## config.mk

```make
export PLATFORM = sky130hd
export DESIGN_NAME = playout_buffer_controller_top
export DESIGN_NICKNAME = d
export VERILOG_FILES = /design/src/design/pbc_pkg.sv /design/src/design/pbc_ctrl.sv /design/src/design/pbc_datapath.sv /design/src/design/playout_buffer_controller_top.sv
export SDC_FILE = /design/constraint.sdc
export NUM_CORES = 1
export LEC_CHECK = 0
export BUFFER_PORTS_ARGS = -buffer_cell sky130_fd_sc_hd__buf_2
export CORE_AREA = 2 2 250 277
export DETAILED_ROUTE_END_ITERATION = 12
export DIE_AREA = 0 0 252 279
export SLEW_MARGIN = 10
export SYNTH_ARGS = -nofsm -noshare
export SYNTH_HDL_FRONTEND = slang
export SYNTH_HIERARCHICAL = 1
export SYNTH_SLANG_ARGS = --single-unit
```

## constraint.sdc

```tcl
create_clock -name clk -period 5.35 [get_ports clk]
set_input_delay 0.535 -clock clk [delete_from_list [all_inputs] [get_ports clk]]
set_output_delay 0.535 -clock clk [all_outputs]
set_load 0.02 [all_outputs]
```

## src/design/pbc_pkg.sv

```systemverilog
// Shared types and constants for the playout buffer controller.
// Used by the controller, the datapath, the top level and the port checker.
`default_nettype none

package pbc_pkg;

  // Slot pool size default
  localparam int SLOTS_DEFAULT = 16;

  // Field widths
  localparam int ACT_W      = 2;
  localparam int USED_W     = 18;
  localparam int MINR_W     = 5;
  localparam int SYNC_W     = 20;
  localparam int WAIT_W     = 20;
  localparam int FRAME_W    = 19;
  localparam int ELAPSED_W  = 21;
  localparam int UNDER_W    = 16;
  localparam int SLOT_OUT_W = 4;
  localparam int DROP_OUT_W = 5;
  localparam int MODE_W     = 2;

  // Port widths
  localparam int S_TDATA_W  = 24;
  localparam int S_TUSER_W  = 2;
  localparam int M_TDATA_W  = 56;
  localparam int CFG_ADDR_W = 2;
  localparam int CFG_DATA_W = 20;

  // Result beat layout (bit offsets in m_tdata)
  localparam int OFS_SIL     = 4;
  localparam int OFS_DROPPED = 23;
  localparam int OFS_UNDER   = 30;
  localparam int OFS_MODE    = 47;

  // Register reset values
  localparam logic [MINR_W-1:0]  MIN_READY_RST   = MINR_W'(10);
  localparam logic [SYNC_W-1:0]  SYNC_TICKS_RST  = SYNC_W'(1000);
  localparam logic [WAIT_W-1:0]  BACKUP_WAIT_RST = WAIT_W'(5000);
  localparam logic [FRAME_W-1:0] FRAME_BYTES_RST = FRAME_W'(131072);

  localparam logic [ELAPSED_W-1:0] ELAPSED_MAX = '1;

  typedef enum logic [CFG_ADDR_W-1:0] {
    CFG_MIN_READY   = 2'd0,
    CFG_SYNC_TICKS  = 2'd1,
    CFG_BACKUP_WAIT = 2'd2,
    CFG_FRAME_BYTES = 2'd3
  } cfg_idx_t;

  typedef enum logic [ACT_W-1:0] {
    ACT_PRODUCE = 2'd0,
    ACT_CONSUME = 2'd1,
    ACT_TICK    = 2'd2,
    ACT_NOP     = 2'd3
  } act_t;

  typedef enum logic [MODE_W-1:0] {
    MODE_WAIT = 2'd0,
    MODE_BUF  = 2'd1,
    MODE_PLAY = 2'd2
  } mode_t;

  typedef enum logic [3:0] {
    ST_IDLE,
    ST_DISPATCH,
    ST_PROD_CHECK,
    ST_DROP_RD,
    ST_DROP_WR,
    ST_FRONT_RD,
    ST_FRONT_TAKE,
    ST_POP_RD,
    ST_POP_TAKE,
    ST_APPEND,
    ST_CONS_EVAL,
    ST_CONS_TAKE,
    ST_FINISH
  } state_t;

  // Commands from the controller to the datapath
  typedef struct packed {
    logic latch_item;
    logic tick;
    logic rd_tail;
    logic drop_push;
    logic front_take;
    logic pop_take;
    logic append;
    logic cons_eval;
    logic cons_take;
    logic load_out;
  } cmd_t;

  // Status from the datapath to the controller
  typedef struct packed {
    act_t action;
    logic free_empty;
    logic playing;
    logic drop_more;
    logic drop_more_after;
    logic level_nz;
    logic level_after_nz;
    logic cons_take_needed;
    logic out_free;
  } sts_t;

endpackage

`default_nettype wire

```

## src/design/pbc_ctrl.sv

```systemverilog
// Sequencer of the playout buffer controller.
// Depends on pbc_pkg; drives pbc_datapath through cmd_t and reads sts_t.
`default_nettype none

module pbc_ctrl (
  input  logic          clk,
  input  logic          rst,
  input  logic          s_tvalid,
  output logic          s_tready,
  input  pbc_pkg::sts_t sts,
  output pbc_pkg::cmd_t cmd
);
  import pbc_pkg::*;

  state_t state;
  state_t state_next;

  // State register
  always_ff @(posedge clk) begin
    if (rst) begin
      state <= ST_IDLE;
    end else begin
      state <= state_next;
    end
  end

  // Next state
  always_comb begin
    state_next = state;
    case (state)
      ST_IDLE: begin
        if (s_tvalid) state_next = ST_DISPATCH;
      end
      ST_DISPATCH: begin
        case (sts.action)
          ACT_PRODUCE: state_next = ST_PROD_CHECK;
          ACT_CONSUME: state_next = ST_CONS_EVAL;
          default:     state_next = ST_FINISH;
        endcase
      end
      ST_PROD_CHECK: begin
        if (!sts.free_empty) begin
          state_next = ST_POP_RD;
        end else if (sts.playing && sts.drop_more) begin
          state_next = ST_DROP_RD;
        end else if (sts.level_nz) begin
          state_next = ST_FRONT_RD;
        end else begin
          state_next = ST_POP_RD;
        end
      end
      ST_DROP_RD: state_next = ST_DROP_WR;
      ST_DROP_WR: begin
        if (sts.drop_more_after) begin
          state_next = ST_DROP_RD;
        end else if (sts.level_after_nz) begin
          state_next = ST_FRONT_RD;
        end else begin
          state_next = ST_POP_RD;
        end
      end
      ST_FRONT_RD:   state_next = ST_FRONT_TAKE;
      ST_FRONT_TAKE: state_next = ST_APPEND;
      ST_POP_RD:     state_next = ST_POP_TAKE;
      ST_POP_TAKE:   state_next = ST_APPEND;
      ST_APPEND:     state_next = ST_FINISH;
      ST_CONS_EVAL: begin
        state_next = sts.cons_take_needed ? ST_CONS_TAKE : ST_FINISH;
      end
      ST_CONS_TAKE: state_next = ST_FINISH;
      ST_FINISH: begin
        if (sts.out_free) state_next = ST_IDLE;
      end
      default: state_next = ST_IDLE;
    endcase
  end

  // Outputs
  always_comb begin
    cmd      = '0;
    s_tready = 1'b0;
    case (state)
      ST_IDLE: begin
        s_tready       = 1'b1;
        cmd.latch_item = s_tvalid;
      end
      ST_DISPATCH:   cmd.tick       = (sts.action == ACT_TICK);
      ST_DROP_RD:    cmd.rd_tail    = 1'b1;
      ST_DROP_WR:    cmd.drop_push  = 1'b1;
      ST_FRONT_TAKE: cmd.front_take = 1'b1;
      ST_POP_TAKE:   cmd.pop_take   = 1'b1;
      ST_APPEND:     cmd.append     = 1'b1;
      ST_CONS_EVAL:  cmd.cons_eval  = 1'b1;
      ST_CONS_TAKE:  cmd.cons_take  = 1'b1;
      ST_FINISH:     cmd.load_out   = sts.out_free;
      default: ;
    endcase
  end

endmodule

`default_nettype wire

```

## src/design/pbc_datapath.sv

```systemverilog
// Datapath of the playout buffer controller: registers, ready ring, free stack,
// result register. Depends on pbc_pkg; steered by pbc_ctrl.
`default_nettype none

module pbc_datapath #(
  parameter int SLOTS = pbc_pkg::SLOTS_DEFAULT
) (
  input  logic                             clk,
  input  logic                             rst,
  input  logic                             cfg_we,
  input  logic [pbc_pkg::CFG_ADDR_W-1:0]   cfg_addr,
  input  logic [pbc_pkg::CFG_DATA_W-1:0]   cfg_wdata,
  input  logic [pbc_pkg::S_TDATA_W-1:0]    s_tdata,
  input  logic [pbc_pkg::S_TUSER_W-1:0]    s_tuser,
  output logic                             m_tvalid,
  input  logic                             m_tready,
  output logic [pbc_pkg::M_TDATA_W-1:0]    m_tdata,
  input  pbc_pkg::cmd_t                    cmd,
  output pbc_pkg::sts_t                    sts
);
  import pbc_pkg::*;

  localparam int SLOT_W = $clog2(SLOTS);
  localparam int LVL_W  = $clog2(SLOTS + 1);
  localparam int SUM_W  = LVL_W + 1;
  localparam int CMP_W  = (LVL_W > MINR_W) ? LVL_W : MINR_W;

  // Configuration
  logic [MINR_W-1:0]  min_ready;
  logic [SYNC_W-1:0]  sync_ticks;
  logic [WAIT_W-1:0]  backup_wait_ticks;
  logic [FRAME_W-1:0] frame_bytes;

  // Item and control state
  act_t                act_q;
  logic [USED_W-1:0]   used_q;
  mode_t               mode;
  logic [SLOT_W-1:0]   head;
  logic [LVL_W-1:0]    level;
  logic [LVL_W-1:0]    free_level;
  logic [ELAPSED_W-1:0] elapsed;
  logic                backup_active;
  logic                backup_fired;
  logic [UNDER_W-1:0]  underrun_counter;
  logic [SLOT_W-1:0]   fill_slot;

  // Result under construction
  logic [SLOT_W-1:0]   res_slot;
  logic                res_sil;
  logic [USED_W-1:0]   res_played;
  logic [LVL_W-1:0]    res_dropped;
  logic                res_start;
  logic                res_stop;
  logic                res_under;

  // Memories
  logic [SLOT_W-1:0] ring_slot_mem  [SLOTS];
  logic [USED_W-1:0] ring_count_mem [SLOTS];
  logic [SLOT_W-1:0] free_mem       [SLOTS];
  logic [SLOTS-1:0]  free_written;
  logic [SLOT_W-1:0] ring_rd_slot;
  logic [USED_W-1:0] ring_rd_count;
  logic [SLOT_W-1:0] free_rd_data;
  logic              free_rd_written;
  logic [SLOT_W-1:0] free_rd_idx;
  logic [SLOT_W-1:0] free_top;

  // Address arithmetic
  logic [SUM_W-1:0]  sum_new;
  logic [SUM_W-1:0]  sum_last;
  logic [SLOT_W-1:0] tail_new;
  logic [SLOT_W-1:0] tail_last;
  logic [SLOT_W-1:0] ring_rd_addr;
  logic [SLOT_W-1:0] head_inc;
  logic [LVL_W-1:0]  level_m1;
  logic [LVL_W-1:0]  free_m1;
  logic              free_full;
  logic              level_full;
  logic              push_free;
  logic [SLOT_W-1:0] push_slot;

  // Consume decision
  logic  start_play;
  mode_t mode_after;
  logic  out_free;

  logic [SLOT_W+SLOT_OUT_W-1:0] slot_ext;
  logic [LVL_W+DROP_OUT_W-1:0]  drop_ext;

  // Ring positions
  always_comb begin
    sum_new   = SUM_W'(head) + SUM_W'(level);
    sum_last  = sum_new - SUM_W'(1);
    tail_new  = (sum_new >= SUM_W'(SLOTS)) ? SLOT_W'(sum_new - SUM_W'(SLOTS))
                                            : SLOT_W'(sum_new);
    tail_last = (sum_last >= SUM_W'(SLOTS)) ? SLOT_W'(sum_last - SUM_W'(SLOTS))
                                             : SLOT_W'(sum_last);
    head_inc  = (head == SLOT_W'(SLOTS - 1)) ? '0 : head + SLOT_W'(1);
    ring_rd_addr = cmd.rd_tail ? tail_last : head;
    level_m1  = level - LVL_W'(1);
    free_m1   = free_level - LVL_W'(1);
    free_full  = (free_level == LVL_W'(SLOTS));
    level_full = (level == LVL_W'(SLOTS));
    free_top  = free_rd_written ? free_rd_data : free_rd_idx;
  end

  // Start of playback on consume and the mode after it
  always_comb begin
    start_play = (mode == MODE_BUF) &&
                 (elapsed > ELAPSED_W'(sync_ticks)) &&
                 (CMP_W'(level) >= CMP_W'(min_ready));
    mode_after = start_play ? MODE_PLAY : mode;
  end

  assign out_free  = !m_tvalid || m_tready;
  assign push_free = (cmd.drop_push || cmd.cons_take) && !free_full;
  assign push_slot = ring_rd_slot;

  // Status towards the sequencer
  always_comb begin
    sts.action           = act_q;
    sts.free_empty       = (free_level == '0);
    sts.playing          = (mode == MODE_PLAY);
    sts.drop_more        = (CMP_W'(level) > CMP_W'(min_ready));
    sts.drop_more_after  = (CMP_W'(level_m1) > CMP_W'(min_ready));
    sts.level_nz         = (level != '0);
    sts.level_after_nz   = (level_m1 != '0);
    sts.cons_take_needed = (mode_after == MODE_PLAY) && (level != '0);
    sts.out_free         = out_free;
  end

  // Configuration writes
  always_ff @(posedge clk) begin
    if (rst) begin
      min_ready         <= MIN_READY_RST;
      sync_ticks        <= SYNC_TICKS_RST;
      backup_wait_ticks <= BACKUP_WAIT_RST;
      frame_bytes       <= FRAME_BYTES_RST;
    end else if (cfg_we) begin
      case (cfg_idx_t'(cfg_addr))
        CFG_MIN_READY:   min_ready         <= cfg_wdata[MINR_W-1:0];
        CFG_SYNC_TICKS:  sync_ticks        <= cfg_wdata[SYNC_W-1:0];
        CFG_BACKUP_WAIT: backup_wait_ticks <= cfg_wdata[WAIT_W-1:0];
        CFG_FRAME_BYTES: frame_bytes       <= cfg_wdata[FRAME_W-1:0];
        default: ;
      endcase
    end
  end

  // Ring memories: one write port, one registered read port
  always_ff @(posedge clk) begin
    if (cmd.append && !level_full) begin
      ring_slot_mem[tail_new]  <= fill_slot;
      ring_count_mem[tail_new] <= used_q;
    end
    ring_rd_slot  <= ring_slot_mem[ring_rd_addr];
    ring_rd_count <= ring_count_mem[ring_rd_addr];
  end

  // Free stack memory; an entry never pushed reads as its own index
  always_ff @(posedge clk) begin
    if (push_free) begin
      free_mem[free_level[SLOT_W-1:0]] <= push_slot;
    end
    free_rd_data <= free_mem[free_m1[SLOT_W-1:0]];
    free_rd_idx  <= free_m1[SLOT_W-1:0];
  end

  always_ff @(posedge clk) begin
    if (rst) begin
      free_written    <= '0;
      free_rd_written <= 1'b0;
    end else begin
      if (push_free) begin
        free_written[free_level[SLOT_W-1:0]] <= 1'b1;
      end
      free_rd_written <= free_written[free_m1[SLOT_W-1:0]];
    end
  end

  // Latch the accepted item
  always_ff @(posedge clk) begin
    if (cmd.latch_item) begin
      act_q  <= act_t'(s_tuser[ACT_W-1:0]);
      used_q <= s_tdata[USED_W-1:0];
    end
  end

  // Buffer state, mode, timers and result fields
  always_ff @(posedge clk) begin
    if (rst) begin
      mode             <= MODE_WAIT;
      head             <= '0;
      level            <= '0;
      free_level       <= LVL_W'(SLOTS);
      elapsed          <= '0;
      backup_active    <= 1'b1;
      backup_fired     <= 1'b0;
      underrun_counter <= '0;
      fill_slot        <= '0;
      res_slot         <= '0;
      res_sil          <= 1'b0;
      res_played       <= '0;
      res_dropped      <= '0;
      res_start        <= 1'b0;
      res_stop         <= 1'b0;
      res_under        <= 1'b0;
    end else begin
      // clear the result on a new beat
      if (cmd.latch_item) begin
        res_slot    <= '0;
        res_sil     <= 1'b0;
        res_played  <= '0;
        res_dropped <= '0;
        res_start   <= 1'b0;
        res_stop    <= 1'b0;
        res_under   <= 1'b0;
      end

      // advance time, saturating
      if (cmd.tick && (elapsed != ELAPSED_MAX)) begin
        elapsed <= elapsed + ELAPSED_W'(1);
      end

      // drop one frame from the tail onto the free stack
      if (cmd.drop_push) begin
        level       <= level_m1;
        res_dropped <= res_dropped + LVL_W'(1);
      end

      // recycle the oldest ready frame
      if (cmd.front_take) begin
        fill_slot <= ring_rd_slot;
        head      <= head_inc;
        level     <= level_m1;
      end

      // take the top of the free stack
      if (cmd.pop_take) begin
        if (free_level != '0) begin
          fill_slot  <= free_top;
          free_level <= free_m1;
        end else begin
          fill_slot <= '0;
        end
      end

      // append the filled slot and leave waiting
      if (cmd.append) begin
        if (!level_full) level <= level + LVL_W'(1);
        res_slot <= fill_slot;
        if (mode == MODE_WAIT) begin
          mode         <= MODE_BUF;
          elapsed      <= '0;
          backup_fired <= 1'b0;
        end
      end

      // consume: start playback, silence, backup request, underrun
      if (cmd.cons_eval) begin
        // an underrun while playing falls back to waiting
        mode <= ((mode_after == MODE_PLAY) && (level == '0)) ? MODE_WAIT : mode_after;
        if (start_play && backup_active) begin
          res_stop      <= 1'b1;
          backup_active <= 1'b0;
        end
        if (mode_after != MODE_PLAY) begin
          res_sil <= 1'b1;
          if (!backup_fired && (elapsed > ELAPSED_W'(backup_wait_ticks))) begin
            res_start     <= 1'b1;
            backup_active <= 1'b1;
            backup_fired  <= 1'b1;
          end
        end else if (level == '0) begin
          res_under    <= 1'b1;
          res_sil      <= 1'b1;
          elapsed      <= '0;
          backup_fired <= 1'b0;
          if (underrun_counter != '1) begin
            underrun_counter <= underrun_counter + UNDER_W'(1);
          end
        end
      end

      // consume: play the oldest frame and free its slot
      if (cmd.cons_take) begin
        res_slot   <= ring_rd_slot;
        res_played <= ring_rd_count;
        res_sil    <= ({ring_rd_count, 1'b0} != frame_bytes);
        head       <= head_inc;
        level      <= level_m1;
      end

      // free stack grows on every push
      if (push_free) begin
        free_level <= free_level + LVL_W'(1);
      end
    end
  end

  assign slot_ext = (SLOT_W + SLOT_OUT_W)'(res_slot);
  assign drop_ext = (LVL_W + DROP_OUT_W)'(res_dropped);

  // Result register
  always_ff @(posedge clk) begin
    if (rst) begin
      m_tvalid <= 1'b0;
    end else if (cmd.load_out) begin
      m_tvalid <= 1'b1;
    end else if (m_tready) begin
      m_tvalid <= 1'b0;
    end
  end

  always_ff @(posedge clk) begin
    if (cmd.load_out) begin
      m_tdata <= M_TDATA_W'({mode, underrun_counter, res_under, res_stop, res_start,
                             drop_ext[DROP_OUT_W-1:0], res_played, res_sil,
                             slot_ext[SLOT_OUT_W-1:0]});
    end
  end

endmodule

`default_nettype wire

```

## src/design/playout_buffer_controller_top.sv

```systemverilog
// Top level of the playout buffer controller.
// Depends on pbc_pkg, pbc_ctrl and pbc_datapath.
//
// Usage:
//   Input beats on s_* carry one item: s_tuser holds the action (produce,
//   consume, tick, no operation), s_tdata the sample count of a produced frame.
//   Every item gives exactly one result beat on m_*. The user writes registers
//   on cfg_* only while no item is in flight; the block does not enforce this.
// Sequencing:
//   A tick or no-operation item goes from dispatch to finish; a consume adds an
//   evaluation state and, to play a frame, a take state; a produce checks the free
//   stack, reads and pushes one tail frame per drop, then reads, takes and appends
//   a slot. The sequencer steps through one read of the ready ring or of the free
//   stack at a time, each with a registered read port.
// Reset:
//   Synchronous reset empties the ready queue, fills the free stack with all
//   slots, restores register defaults and clears the result register at once;
//   there is no clearing pass.
// Back-pressure:
//   The result register holds a beat while m_tready is low; the block still
//   takes one new item meanwhile and waits with its result until the register
//   is free.
`default_nettype none

module playout_buffer_controller_top #(
  parameter int SLOTS = pbc_pkg::SLOTS_DEFAULT
) (
  input  logic                           clk,
  input  logic                           rst,
  // configuration
  input  logic                           cfg_we,
  input  logic [pbc_pkg::CFG_ADDR_W-1:0] cfg_addr,
  input  logic [pbc_pkg::CFG_DATA_W-1:0] cfg_wdata,
  // items
  input  logic                           s_tvalid,
  output logic                           s_tready,
  input  logic [pbc_pkg::S_TDATA_W-1:0]  s_tdata,  // used_samples[17:0], zero [23:18]
  input  logic [pbc_pkg::S_TUSER_W-1:0]  s_tuser,  // action[1:0]
  // results
  output logic                           m_tvalid,
  input  logic                           m_tready,
  // slot[3:0], play_silence[4], played_samples[22:5], dropped[27:23],
  // start_backup[28], stop_backup[29], underrun[30], underrun_total[46:31],
  // mode[48:47], zero [55:49]
  output logic [pbc_pkg::M_TDATA_W-1:0]  m_tdata
);
  import pbc_pkg::*;

  cmd_t cmd;
  sts_t sts;

  pbc_ctrl u_ctrl (
    .clk      (clk),
    .rst      (rst),
    .s_tvalid (s_tvalid),
    .s_tready (s_tready),
    .sts      (sts),
    .cmd      (cmd)
  );

  pbc_datapath #(
    .SLOTS (SLOTS)
  ) u_datapath (
    .clk       (clk),
    .rst       (rst),
    .cfg_we    (cfg_we),
    .cfg_addr  (cfg_addr),
    .cfg_wdata (cfg_wdata),
    .s_tdata   (s_tdata),
    .s_tuser   (s_tuser),
    .m_tvalid  (m_tvalid),
    .m_tready  (m_tready),
    .m_tdata   (m_tdata),
    .cmd       (cmd),
    .sts       (sts)
  );

endmodule

`default_nettype wire

```

==> metrics.cfg, run 1 <==
[floorplan]
boundaryPins = 111
fp-row-count = 100
core_region_area_um2 = 67300
dieHeight_um = 279
floorplan.initialDensity_pct = 41.7
fp.dieW_um = 252
design.die.area_um2 = 70300

[run_status]
run_status = finished clean

[synth]
synth_seq_cells = 691
synth_warnings = 6
syn-mean-instance-area_um2 = 14.3
post-synth-top-area-fraction_pct = 51.9
synth_cells = 1966
synth_cell_type_count = 78
synth-edff-count = 485
synthTopCellsByArea = sky130_fd_sc_hd__edfxtp_1 (52%), sky130_fd_sc_hd__dfxtp_1 (15%), sky130_fd_sc_hd__mux4_2 (9.1%), sky130_fd_sc_hd__ha_1 (3.1%), sky130_fd_sc_hd__nand2_1 (2.7%)
share_of_the_yosys_chip_area_belonging_to_registers_pct = 66.6
mappedNetlistArea_um2 = 28100
synth_area_leader_cell = sky130_fd_sc_hd__edfxtp_1
synthArstFlopShare_pct = 0
synth_flop_cell = sky130_fd_sc_hd__edfxtp_1

[global_route]
grt.met3_usage_pct = 3.26
grt_antenna_before_repair = 1
grt_start_max_net_pins = 70
gr-total-overflow = 0
met2_usage_pct = 30.4
grt_pass1_wl_um = 96600
globalRoute.busiestLayer = met2
grtUsageTotal_pct = 18.0
grt_pass1_vias = 16200
groute.layer.met1.usage_pct = 23.7

[power]
total_switching_power_mw = 3.93
internal_power_mw = 10.3
pwr-share-seq_pct = 48.4
power.switching_fraction_pct = 27.7
p_clk_share_pct = 35.7
comb_power_share_pct = 15.9
vdd.ir_drop.worst_uv = 245
power.leakage_nw = 11.2
power_density_nw_per_um2 = 442

[detailed_routing]
drt-total-wl_um = 63300
antenna_violating_nets_post_route = 0
first_pass_iters = 6
via_count = 16500
average_wire_per_standard_cell_um = 21.0
drcViolationCount = 0
dr.first_iter.drc_count = 1241
route.detailed.vias_per_inst = 5.47

[cts]
cts_root_buf = sky130_fd_sc_hd__clkbuf_16
cts_bufs_inserted = 74
cts.clk_slew.worst_paths_ns = 0.06
sinks_on_the_clock_net = 691
cts.htree.levels = 3
cts_tree = done
cts_resized = 0
cts_hold_buf = 0
cts_max_path_buffers = 3
clock_latency_ns = 0.62
cts_setup_buffers = 0

[placed_design]
dpl_worst_slack_ns = 1.14
placement.io_buffers = 97
finalWeightedCongestion = 0.838
post-dp-hpwl_um = 39300

[timing]
worst_pin_slew_ns = 1.12
grt_setup_unrepaired = false
drv_slew = 0
hold-worst-slack_ns = 0.0921
final.setup.tns_ns = 0
post-route-period-util_pct = 79.5
period_needed_ns = 4.25
finalSetupViolations = 0
timing.slew.headroom_pct = 24.0
final.setup.worst_slack_ns = 1.10
clock.fmax_mhz = 235
fin_worst_skew_ns = 0.0180
final_hold_viol_count = 0

[critical_path]
regToRegStartpoint = u_ctrl/state[0]$_SDFFE_PP0P_
setup.worst_path.class = flip-flop to flip-flop
critPathMaxFanout = 22
end_kind = flip-flop
critical-path-slowest-cell = sky130_fd_sc_hd__nor3_2
critical_path.startpoint_type = flip-flop
crit_path_cells = nand2_1, nor3_2, nand2_1, o21ai_4, buf_4, mux4_2, and2_1, a211oi_1, a31oi_1
crit_top_cell = sky130_fd_sc_hd__nand2_1
critPathLaunch = u_ctrl/state[0]$_SDFFE_PP0P_
worst_ep_required_time_ns = 5.80
cp.arrival_ns = 4.70
max_stage_delay_ns = 0.82

[hold_path]
hp-start = s_tdata[10]
min-delay-path-class = input pin to flip-flop

[finish]
final_common_cell = sky130_fd_sc_hd__edfxtp_1
n_antenna_cell = 0
fillerInstances = 5841
drive_gt1_share_pct = 19.6
layout-area-overhead-vs-synth_pct = 14.3
finalNetCount = 2205
mostFrequentLayoutCells = sky130_fd_sc_hd__edfxtp_1 (485), sky130_fd_sc_hd__dfxtp_1 (206), sky130_fd_sc_hd__nand2_1 (199)
finish.utilization_pct = 47.7

[flow_run]
max_cap_violations = 0

-- registers in the layout, indices dropped and copies added, names as in the netlist, 5 cells and up --
register / flops
u_datapath/ring_count_mem: 288
u_datapath/free_mem: 64
u_datapath/ring_slot_mem: 64
u_datapath/m_tdata: 49
u_datapath/elapsed: 21
u_datapath/backup_wait_ticks: 20
u_datapath/sync_ticks: 20
u_datapath/frame_bytes: 19
u_datapath/res_played: 18
u_datapath/ring_rd_count: 18
u_datapath/used_q: 18
u_datapath/free_written: 16
u_datapath/underrun_counter: 16
u_datapath/free_level: 5
u_datapath/level: 5
u_datapath/min_ready: 5
u_datapath/res_dropped: 5
-- path summary, 6_finish.rpt --
| path | endpoint | slack, ns | depth (start not counted) |
|---|---|---|---|
| setup / recovery | u_datapath/ring_rd_count[9]$_DFF_P_ | 1.10 | 9 |
| hold / removal | u_datapath/used_q[10]$_DFFE_PP_ | 0.09 | 1 |
| setup reg to reg | u_datapath/ring_rd_count[9]$_DFF_P_ | 1.10 | 9 |
| hold reg to reg | u_datapath/m_tdata[2]$_DFFE_PP_ | 0.42 | 0 |
-- synth_stat cells, drive strengths merged, types with 3 or more instances --
cell type and number:
or4 6, xnor2 31, ha 69, and3 15
o22ai 5, o21ai 30, a41oi 4, xor2 19
nor2b 19, a21oi 121, nand4 28, a21o 6
nor2 136, mux2 7, dfxtp 206, edfxtp 485
nor3 33, buf 40, and2 25, nand3b 7
nand2b 12, o21a 14, mux4 113, o31ai 4
a31oi 29, mux2i 11, or3 3, and4 5
nand3 28, clkbuf 66, nor4b 3, a211oi 26
nor3b 30, inv 69, o211ai 14, nand2 199
o311a 5, nor4 9, or2 3, a21boi 4
-- cell families (layout without fill, tap and decap cells) --
group,after synthesis,count (layout),synth area share [%]
and+or+nand+nor,569,569,10.1
DFF,691,691,66.6
adders and majority gates,70,70,3.15
muxes,131,131,9.74
xor gates and xnor gates,50,50,1.56
buffers and inverters,175,346,2.64
AOI/OAI and AO/OA,279,279,6.26
other,1,7,0.0134
-- per-layer routing --
metal	routed length (µm)	vias to the layer above
met3	3180	86
met1	27500	8328
met5	0	-
met4	1420	0
met2	31100	427
li1	-	7617
-- worst max-delay path, delay by kind of cell, from the launching register on --
kind                   cells  cell delay (ns)
AO/OA/AOI/OAI              3             0.83
buffers and inverters      1             0.54
multiplexers               1             0.56
flip-flops                 1             0.67
AND/OR/NAND/NOR            4             1.44
-- metrics by stage --
step                      cell area, µm²  std cells  total power [mW]
after global placement             29700       2873              9.17
final                              32100       3010              14.2
after floorplan                    28100       1972              8.41
after detailed placement           29700       2873              9.25
after CTS                          32100       3010              14.3
after global routing               32100       3010              14.8
-- power by group through the flow --
stage	registers (mW)	clock network, mW	logic, mW
floorplan	6.67	0	1.75
global placement	6.94	0	2.23
detailed placement	6.98	0	2.27
CTS	6.87	5.19	2.28
global route	6.93	5.42	2.48
finish	6.87	5.07	2.25
-- cell type report --
class                      count  area [µm²]  share of cell area, %
clock buffer                  98        2030                   6.33
clock inverter                39         390                   1.22
inverter                      69         259                  0.807
multi-input combinational   1106        8790                   27.4
sequential                   691       18700                   58.2
tap                          867        1080                   3.38
timing repair buffer         140         836                   2.61
Power figures use the tool's default switching activity.
==> run 2, diff against run 1 <==
ABC_AREA = 1   (was not set)
CORE_AREA = 2 2 255 282   (was 2 2 250 277)
DIE_AREA = 0 0 257 284   (was 0 0 252 279)
clock period = 3.8 ns   (was 5.35 ns; I/O delays follow)
==> run 2 against run 1 <==
Compared with the run above: sequential share of layout area decreased by 2.2 points; worst hold slack worse by 0.055 ns; area after synthesis increased by 4.2%; combinational power increased by 110%; cell count increased by 28%; highest routed layer is now met5; critical path depth is 4 higher; first-iteration DRC count is 17% higher; critical path type unchanged; count of clock-buffer cells in the layout is 4 lower; register-to-register slack worse by 0.56 ns.
==> metrics.cfg, run 2 <==
[synth]
share_of_the_yosys_chip_area_belonging_to_registers_pct = 63.9  ; -2.7 points
synthTopCellsByArea = sky130_fd_sc_hd__edfxtp_1 (50%), sky130_fd_sc_hd__dfxtp_1 (14%), sky130_fd_sc_hd__nor2_1 (5.2%), sky130_fd_sc_hd__nand2_1 (4.4%), sky130_fd_sc_hd__o21ai_0 (3.6%)
synth_cells = 2730  ; +39%
muxShareOfSynthArea_pct = 0.0385  ; -9.7 points
synth_seq_cells = 691  ; unchanged
synth_simple_gate_area_share_pct = 13.1  ; +3.0 points
synth_adder_area_share_pct = 3.02  ; -0.13 points
synth_flop_cell = sky130_fd_sc_hd__edfxtp_1
synth_cell_type_count = 58  ; -26%
yosys.area_share.xor_xnor_pct = 1.46  ; -0.097 points
synthMostInstantiatedCell = sky130_fd_sc_hd__edfxtp_1
synth-edff-count = 485  ; unchanged
synth_commonest_cells = sky130_fd_sc_hd__edfxtp_1 (485), sky130_fd_sc_hd__nor2_1 (404), sky130_fd_sc_hd__nand2_1 (345)
synth_area_leader_cell = sky130_fd_sc_hd__edfxtp_1
syn-mean-instance-area_um2 = 10.7  ; -25%
combinational_family_with_the_most_area_after_synthesis = simple AND/OR/NAND/NOR gates
synthArstFlopShare_pct = 0  ; unchanged
mappedNetlistArea_um2 = 29300  ; +4.2%
synth_warnings = 6  ; unchanged
post-synth-top-area-fraction_pct = 49.8  ; -2.1 points
synthesized_area_fraction_occupied_by_ao_oa_aoi_and_oai_cells_pct = 13.0  ; +6.8 points

[critical_path]
critical-path-slowest-cell = sky130_fd_sc_hd__dfxtp_1
setup.worst_path.class = flip-flop to flip-flop
critPathMaxFanout = 35  ; +59%
max_stage_delay_ns = 0.52  ; -0.30 ns
cp.arrival_ns = 3.81  ; -0.89 ns
r2r_slack_ns = 0.54  ; -0.56 ns
worst_ep_required_time_ns = 4.36  ; -1.44 ns
crit_buf_inv = 2  ; +1
end_kind = flip-flop
crit_top_cell = sky130_fd_sc_hd__nand2_1
cpLargestDelayFamily = adder cells
r2r_end = u_datapath/ring_rd_count[17]$_DFF_P_
crit_path_cells = ha_1, fa_1, ha_1, nand2_1, o21ai_4, buf_4, o21a_1, o21ai_0, o31ai_1, inv_1, o21ai_1, nand2_1, nand2_1
regToRegStartpoint = u_datapath/level[0]$_SDFF_PP0_
critical_path.startpoint_type = flip-flop
worst-r2r-cell-count = 13  ; +4

[timing]
finalSetupViolations = 0  ; unchanged
grt_setup_unrepaired = false
clock.fmax_mhz = 307  ; +31%
fin_worst_skew_ns = 0.0249  ; +0.00697 ns
period_needed_ns = 3.26  ; -0.995 ns
timing.slew.headroom_pct = 25.6  ; +1.6 points
drv_slew = 0  ; unchanged
worst_pin_slew_ns = 1.11  ; -0.00441 ns
final_hold_viol_count = 0  ; unchanged
final.setup.tns_ns = 0  ; unchanged
post-route-period-util_pct = 85.7  ; +6.2 points

[power]
power_density_nw_per_um2 = 642  ; +45%
power.leakage_nw = 12.3  ; +9.6%
vdd.ir_drop.worst_uv = 299  ; +22%

[global_route]
grt_start_max_net_pins = 177  ; +150%
grt_antenna_before_repair = 2  ; +1
grtUsageTotal_pct = 18.9  ; +0.82 points
grt_pass1_wl_um = 109000  ; +13%
gr-total-overflow = 0  ; unchanged
grt_pass1_vias = 19400  ; +19%

[detailed_routing]
drt-total-wl_um = 69400  ; +9.8%
first_pass_iters = 5  ; -1
average_wire_per_standard_cell_um = 18.1  ; -14%
dr.first_iter.drc_count = 1454  ; +17%
via_count = 20100  ; +22%
drcViolationCount = 0  ; unchanged
antenna_violating_nets_post_route = 0  ; unchanged
route.detailed.vias_per_inst = 5.23  ; -4.3%

[floorplan]
fp-row-count = 102  ; +2.0%
design.die.area_um2 = 73000  ; +3.8%
dieHeight_um = 284  ; +1.8%
boundaryPins = 111  ; unchanged
floorplan.initialDensity_pct = 41.8  ; +0.056 points
core_region_area_um2 = 70100  ; +4.1%
fp.dieW_um = 257  ; +2.0%

[cts]
cts_max_path_buffers = 3  ; unchanged
clock_latency_ns = 0.61  ; about the same
cts_root_buf = sky130_fd_sc_hd__clkbuf_16
cts_bufs_inserted = 73  ; -1.4%
cts.clk_slew.worst_paths_ns = 0.06  ; about the same
cts.htree.levels = 3  ; unchanged
sinks_on_the_clock_net = 691  ; unchanged
cts_tree = done

[placed_design]
post-dp-hpwl_um = 43500  ; +11%
placement.io_buffers = 97  ; unchanged
finalWeightedCongestion = 0.885  ; +5.6%
postPlaceCellArea_um2 = 30800  ; +3.7%

[hold_path]
hold_end = u_datapath/frame_bytes[17]$_SDFFE_PP1P_
worst_hold_path.num_cells = 3  ; +2
min-delay-path-class = input pin to flip-flop
hp-start = cfg_wdata[17]

[finish]
drive_gt1_share_pct = 11.2  ; -8.4 points
finish.instance_area_um2 = 33400  ; +4.0%
largest_register_ffs = 288  ; unchanged
max_flop_register = u_datapath/ring_count_mem
finalNetCount = 2966  ; +35%
layout-area-overhead-vs-synth_pct = 14.0
final_common_cell = sky130_fd_sc_hd__edfxtp_1
mostFrequentLayoutCells = sky130_fd_sc_hd__edfxtp_1 (485), sky130_fd_sc_hd__nor2_1 (386), sky130_fd_sc_hd__nand2_1 (345)

[run_status]
run_status = finished clean

[flow_run]
max_cap_violations = 0  ; unchanged

-- run 2: changes by cell type after synthesis, moves of 22 or more --
cell	before	now
sky130_fd_sc_hd__nand2_1	199	345
sky130_fd_sc_hd__o31ai_1	4	67
sky130_fd_sc_hd__mux4_2	113	0
sky130_fd_sc_hd__o21ai_0	28	208
sky130_fd_sc_hd__a211oi_1	25	0
sky130_fd_sc_hd__o21a_1	14	81
sky130_fd_sc_hd__o21ai_1	2	63
sky130_fd_sc_hd__nor2_1	135	404
sky130_fd_sc_hd__nor3b_1	28	2
sky130_fd_sc_hd__o32ai_1	0	22
sky130_fd_sc_hd__nand3_1	28	79
sky130_fd_sc_hd__inv_1	69	215
sky130_fd_sc_hd__a31oi_1	29	3
-- run 2: kinds of logic (layout without fill, tap and decap cells) --
logic type      after synthesis  in the layout
flops                       691            691
compound gates              632            632
mux                           1              1
fa+ha+maj                    70             70
simple gates                921            921
xor+xnor                     48             48
other cells                   1              8
buf+inv                     366            532
-- run 2: worst register-to-register path, cell delays in order (launching register included) --
cell and delay [ns]:
sky130_fd_sc_hd__dfxtp_1 0.52, sky130_fd_sc_hd__ha_1 0.26, sky130_fd_sc_hd__fa_1 0.47, sky130_fd_sc_hd__ha_1 0.30, sky130_fd_sc_hd__nand2_1 0.08, sky130_fd_sc_hd__o21ai_4 0.40
sky130_fd_sc_hd__buf_4 0.45, sky130_fd_sc_hd__o21a_1 0.16, sky130_fd_sc_hd__o21ai_0 0.07, sky130_fd_sc_hd__o31ai_1 0.10, sky130_fd_sc_hd__inv_1 0.07, sky130_fd_sc_hd__o21ai_1 0.18
sky130_fd_sc_hd__nand2_1 0.07, sky130_fd_sc_hd__nand2_1 0.06
-- run 2: per-stage QoR --
stage	total power, mW	utilization, %	instances	worst slack, ns	hold WS [ns]
global route	22.6	47.6	3839	0.341	0.0510
floorplan	12.9	-	2736	1.00	0.409
detailed placement	14.5	43.9	3684	0.554	0.419
finish	21.4	47.6	3839	0.542	0.0367
global placement	14.3	43.9	3684	0.623	0.416
CTS	21.6	47.6	3838	0.538	0.00343
-- run 2: power by group --
part           total, mW  switching, mW  internal, mW
sequential          9.74          0.809          8.93
clock               7.06           2.93          4.13
combinational       4.62           3.06          1.56
-- run 2: final cells by class --
class | count | area [µm²]
fill | 6270 | 36700
sequential | 691 | 18700
multi-input combinational | 1679 | 9070
clock buffer | 94 | 1990
timing repair buffer | 170 | 1180
tap | 936 | 1170
inverter | 228 | 858
clock inverter | 40 | 397
antenna | 1 | 2.50
-- run 2: how the worst max path moves through the flow --
stage	start	endpoint	slack, ns	depth (start not counted)
2_1_floorplan	u_datapath/level[0]$_SDFF_PP0_	u_datapath/ring_count_mem[0][0]$_DFFE_PP_	1.00	6
3_3_place_gp	u_datapath/level[0]$_SDFF_PP0_	u_datapath/ring_rd_count[2]$_DFF_P_	0.62	13
3_5_place_dp	u_datapath/level[0]$_SDFF_PP0_	u_datapath/ring_rd_count[17]$_DFF_P_	0.55	13
4_1_cts	u_datapath/level[0]$_SDFF_PP0_	u_datapath/push_slot[1]$_DFF_P_	0.54	13
5_1_grt	u_datapath/level[0]$_SDFF_PP0_	u_datapath/push_slot[1]$_DFF_P_	0.34	13
6_report	u_datapath/level[0]$_SDFF_PP0_	u_datapath/ring_rd_count[17]$_DFF_P_	0.54	13
-- run 2: what timing repair did --
item,CTS,global route
hold buffers,20,0
gates resized for setup,0,0
hold endpoints to repair,20,0
buffers inserted,0,0
-- run 2: metal layers --
| layer | vias to the layer above | wire length, µm | track usage, % |
|---|---|---|---|
| met4 | 2 | 1230 | 5.26 |
| met5 | - | 13 | 0 |
| met1 | 9711 | 30900 | 25.3 |
| met3 | 86 | 3900 | 3.08 |
| li1 | 9729 | - | - |
| met2 | 557 | 33400 | 31.5 |
==> run 3, diff against run 2 <==
BUFFER_PORTS_ARGS = -buffer_cell sky130_fd_sc_hd__buf_4   (was -buffer_cell sky130_fd_sc_hd__buf_2)
==> run 3 against run 2 <==
Compared with the run above: fmax grew 3.0%; clock power is 5.1% higher; critical endpoint unchanged; highest routed layer unchanged; count of clock-buffer cells in the layout grew 9; cell count about the same; non-clock buffer count unchanged; core utilization grew 0.59 points.
==> metrics.cfg, run 3 (same netlist as run 2, synthesis figures left out) <==
[run_status]
run_status = finished clean

[hold_path]
worst_hold_path.num_cells = 3  ; unchanged
min-delay-path-class = input pin to flip-flop

[global_route]
grtUsageTotal_pct = 18.9  ; +0.074 points
grt_antenna_before_repair = 2  ; unchanged
grt_pass1_wl_um = 109000  ; +0.39%
grt_pass1_vias = 19500  ; +0.63%
gr-total-overflow = 0  ; unchanged
grt_start_max_net_pins = 177  ; unchanged

[floorplan]
fp.dieW_um = 257  ; unchanged
core_region_area_um2 = 70100  ; unchanged
floorplan.initialDensity_pct = 41.8  ; unchanged
fp-row-count = 102  ; unchanged
boundaryPins = 111  ; unchanged
dieHeight_um = 284  ; unchanged
design.die.area_um2 = 73000  ; unchanged

[timing]
drv_slew = 0  ; unchanged
hold-worst-slack_ns = 0.0355  ; -0.00121 ns
final.setup.worst_slack_ns = 0.638  ; +0.0959 ns
final_hold_viol_count = 0  ; unchanged
post-route-period-util_pct = 83.2  ; -2.5 points
timing.slew.headroom_pct = 36.2  ; +11 points
grt_setup_unrepaired = false
worst_pin_slew_ns = 0.953  ; -0.159 ns
final.setup.tns_ns = 0  ; unchanged
finalSetupViolations = 0  ; unchanged
period_needed_ns = 3.16  ; -0.0959 ns
fin_worst_skew_ns = 0.0386  ; +0.0137 ns
clock.fmax_mhz = 316  ; +3.0%

[placed_design]
post-dp-hpwl_um = 43200  ; -0.70%
placement.io_buffers = 97  ; unchanged
finalWeightedCongestion = 0.891  ; +0.73%
postPlaceCellArea_um2 = 31000  ; +0.67%
dpl_worst_slack_ns = 0.668  ; +0.114 ns

[detailed_routing]
via_count = 20300  ; +1.0%
average_wire_per_standard_cell_um = 18.3  ; +0.94%
dr.first_iter.drc_count = 1684  ; +16%
route.detailed.vias_per_inst = 5.28  ; +1.0%
antenna_violating_nets_post_route = 0  ; unchanged
drcViolationCount = 0  ; unchanged
first_pass_iters = 5  ; unchanged
drt-total-wl_um = 70100  ; +0.96%

[finish]
largest_register_ffs = 288  ; unchanged
max_flop_register = u_datapath/ring_count_mem
layout-area-overhead-vs-synth_pct = 15.4
finish.instance_area_um2 = 33800  ; +1.2%
final_common_cell = sky130_fd_sc_hd__edfxtp_1
drive_gt1_share_pct = 11.0  ; -0.18 points
finalNetCount = 2966  ; unchanged
mostFrequentLayoutCells = sky130_fd_sc_hd__edfxtp_1 (485), sky130_fd_sc_hd__nor2_1 (386), sky130_fd_sc_hd__nand2_1 (345)

[critical_path]
crit_end = u_datapath/ring_rd_count[17]$_DFF_P_
cpLargestDelayFamily = adder cells
end_kind = flip-flop
regToRegStartpoint = u_datapath/level[0]$_SDFF_PP0_
r2r_slack_ns = 0.64  ; +0.10 ns
crit_buf_inv = 2  ; unchanged
worst_ep_required_time_ns = 4.33  ; -0.03 ns
worst-r2r-cell-count = 13  ; unchanged
max_stage_delay_ns = 0.49  ; -0.03 ns
critical-path-slowest-cell = sky130_fd_sc_hd__dfxtp_1
setup.worst_path.class = flip-flop to flip-flop
critPathMaxFanout = 52  ; +49%
cp.arrival_ns = 3.69  ; -0.12 ns
worst-path-stages = 13  ; unchanged
critical_path.startpoint_type = flip-flop
r2r_end = u_datapath/ring_rd_count[17]$_DFF_P_
crit_top_cell = sky130_fd_sc_hd__nand2_1
critPathLaunch = u_datapath/level[0]$_SDFF_PP0_
crit_path_cells = ha_1, fa_1, ha_1, nand2_1, o21ai_4, buf_12, o21a_1, o21ai_0, o31ai_1, inv_1, o21ai_1, nand2_1, nand2_1

[cts]
cts_tree = done
cts_max_path_buffers = 3  ; unchanged
sinks_on_the_clock_net = 691  ; unchanged
cts_root_buf = sky130_fd_sc_hd__clkbuf_16
cts.clk_slew.worst_paths_ns = 0.06  ; about the same
cts.htree.levels = 3  ; unchanged
clock_latency_ns = 0.62  ; about the same
cts_bufs_inserted = 73  ; unchanged

[power]
power.leakage_nw = 12.4  ; +1.3%
power_density_nw_per_um2 = 648  ; +0.90%
vdd.ir_drop.worst_uv = 361  ; +21%

[flow_run]
max_cap_violations = 0  ; unchanged

## run 3: worst register-to-register path, cell delays in order (launching register included)
cell and delay [ns]:
sky130_fd_sc_hd__dfxtp_1 0.49, sky130_fd_sc_hd__ha_1 0.25, sky130_fd_sc_hd__fa_1 0.47, sky130_fd_sc_hd__ha_1 0.30, sky130_fd_sc_hd__nand2_1 0.08, sky130_fd_sc_hd__o21ai_4 0.35, sky130_fd_sc_hd__buf_12 0.34, sky130_fd_sc_hd__o21a_1 0.18
sky130_fd_sc_hd__o21ai_0 0.08, sky130_fd_sc_hd__o31ai_1 0.10, sky130_fd_sc_hd__inv_1 0.06, sky130_fd_sc_hd__o21ai_1 0.15, sky130_fd_sc_hd__nand2_1 0.07, sky130_fd_sc_hd__nand2_1 0.16
## run 3: through the flow
stage / instances / power [mW] / util, %
2_1_floorplan: 2736 / 12.9 / -
3_3_place_gp: 3679 / 14.4 / 44.2
3_5_place_dp: 3679 / 14.6 / 44.2
4_1_cts: 3839 / 22.1 / 48.2
5_1_grt: 3840 / 23.0 / 48.2
6_report: 3840 / 21.9 / 48.2
## run 3: what timing repair did
action | CTS | global route
resized for setup | 0 | 0
hold buffers | 25 | 0
buffers inserted | 0 | 0
hold endpoints to repair | 26 | 0
## run 3: layer usage
metal	vias up	GRT usage [%]	share of wire [%]
met3	122	2.84	5.3
met5	-	0	0.023
met2	564	31.5	48
met4	2	6.53	2.6
li1	9726	-	-
met1	9879	25.2	44
## run 3: layout make-up
type                            count  area [µm²]
Sequential cell                   691       18700
Tap cell                          936        1170
Timing Repair Buffer              170        1440
Antenna cell                        1        2.50
Fill cell                        6262       36300
Inverter                          228         858
Clock inverter                     32         472
Clock buffer                      103        2070
Multi-Input combinational cell   1679        9070
## run 3: power breakdown
part	internal, mW	leakage, nW	switching, mW
registers	8.93	6.08	0.804
logic	1.59	5.08	3.13
clock network	4.46	1.24	2.96
## run 3: worst min-delay path by stage
stage,start,endpoint,slack (ns)
CTS,cfg_wdata[8],u_datapath/backup_wait_ticks[8]$_SDFFE_PP1P_,0.0005
global placement,u_datapath/res_slot[2]$_SDFFE_PP0P_,u_datapath/m_tdata[2]$_DFFE_PP_,0.41
detailed placement,u_datapath/res_played[6]$_SDFFE_PP0P_,u_datapath/m_tdata[11]$_DFFE_PP_,0.41
floorplan,u_datapath/res_slot[0]$_SDFFE_PP0P_,u_datapath/m_tdata[0]$_DFFE_PP_,0.41
finish,cfg_wdata[3],u_datapath/sync_ticks[3]$_SDFFE_PP1P_,0.04
global route,cfg_wdata[3],u_datapath/min_ready[3]$_SDFFE_PP1P_,0.03
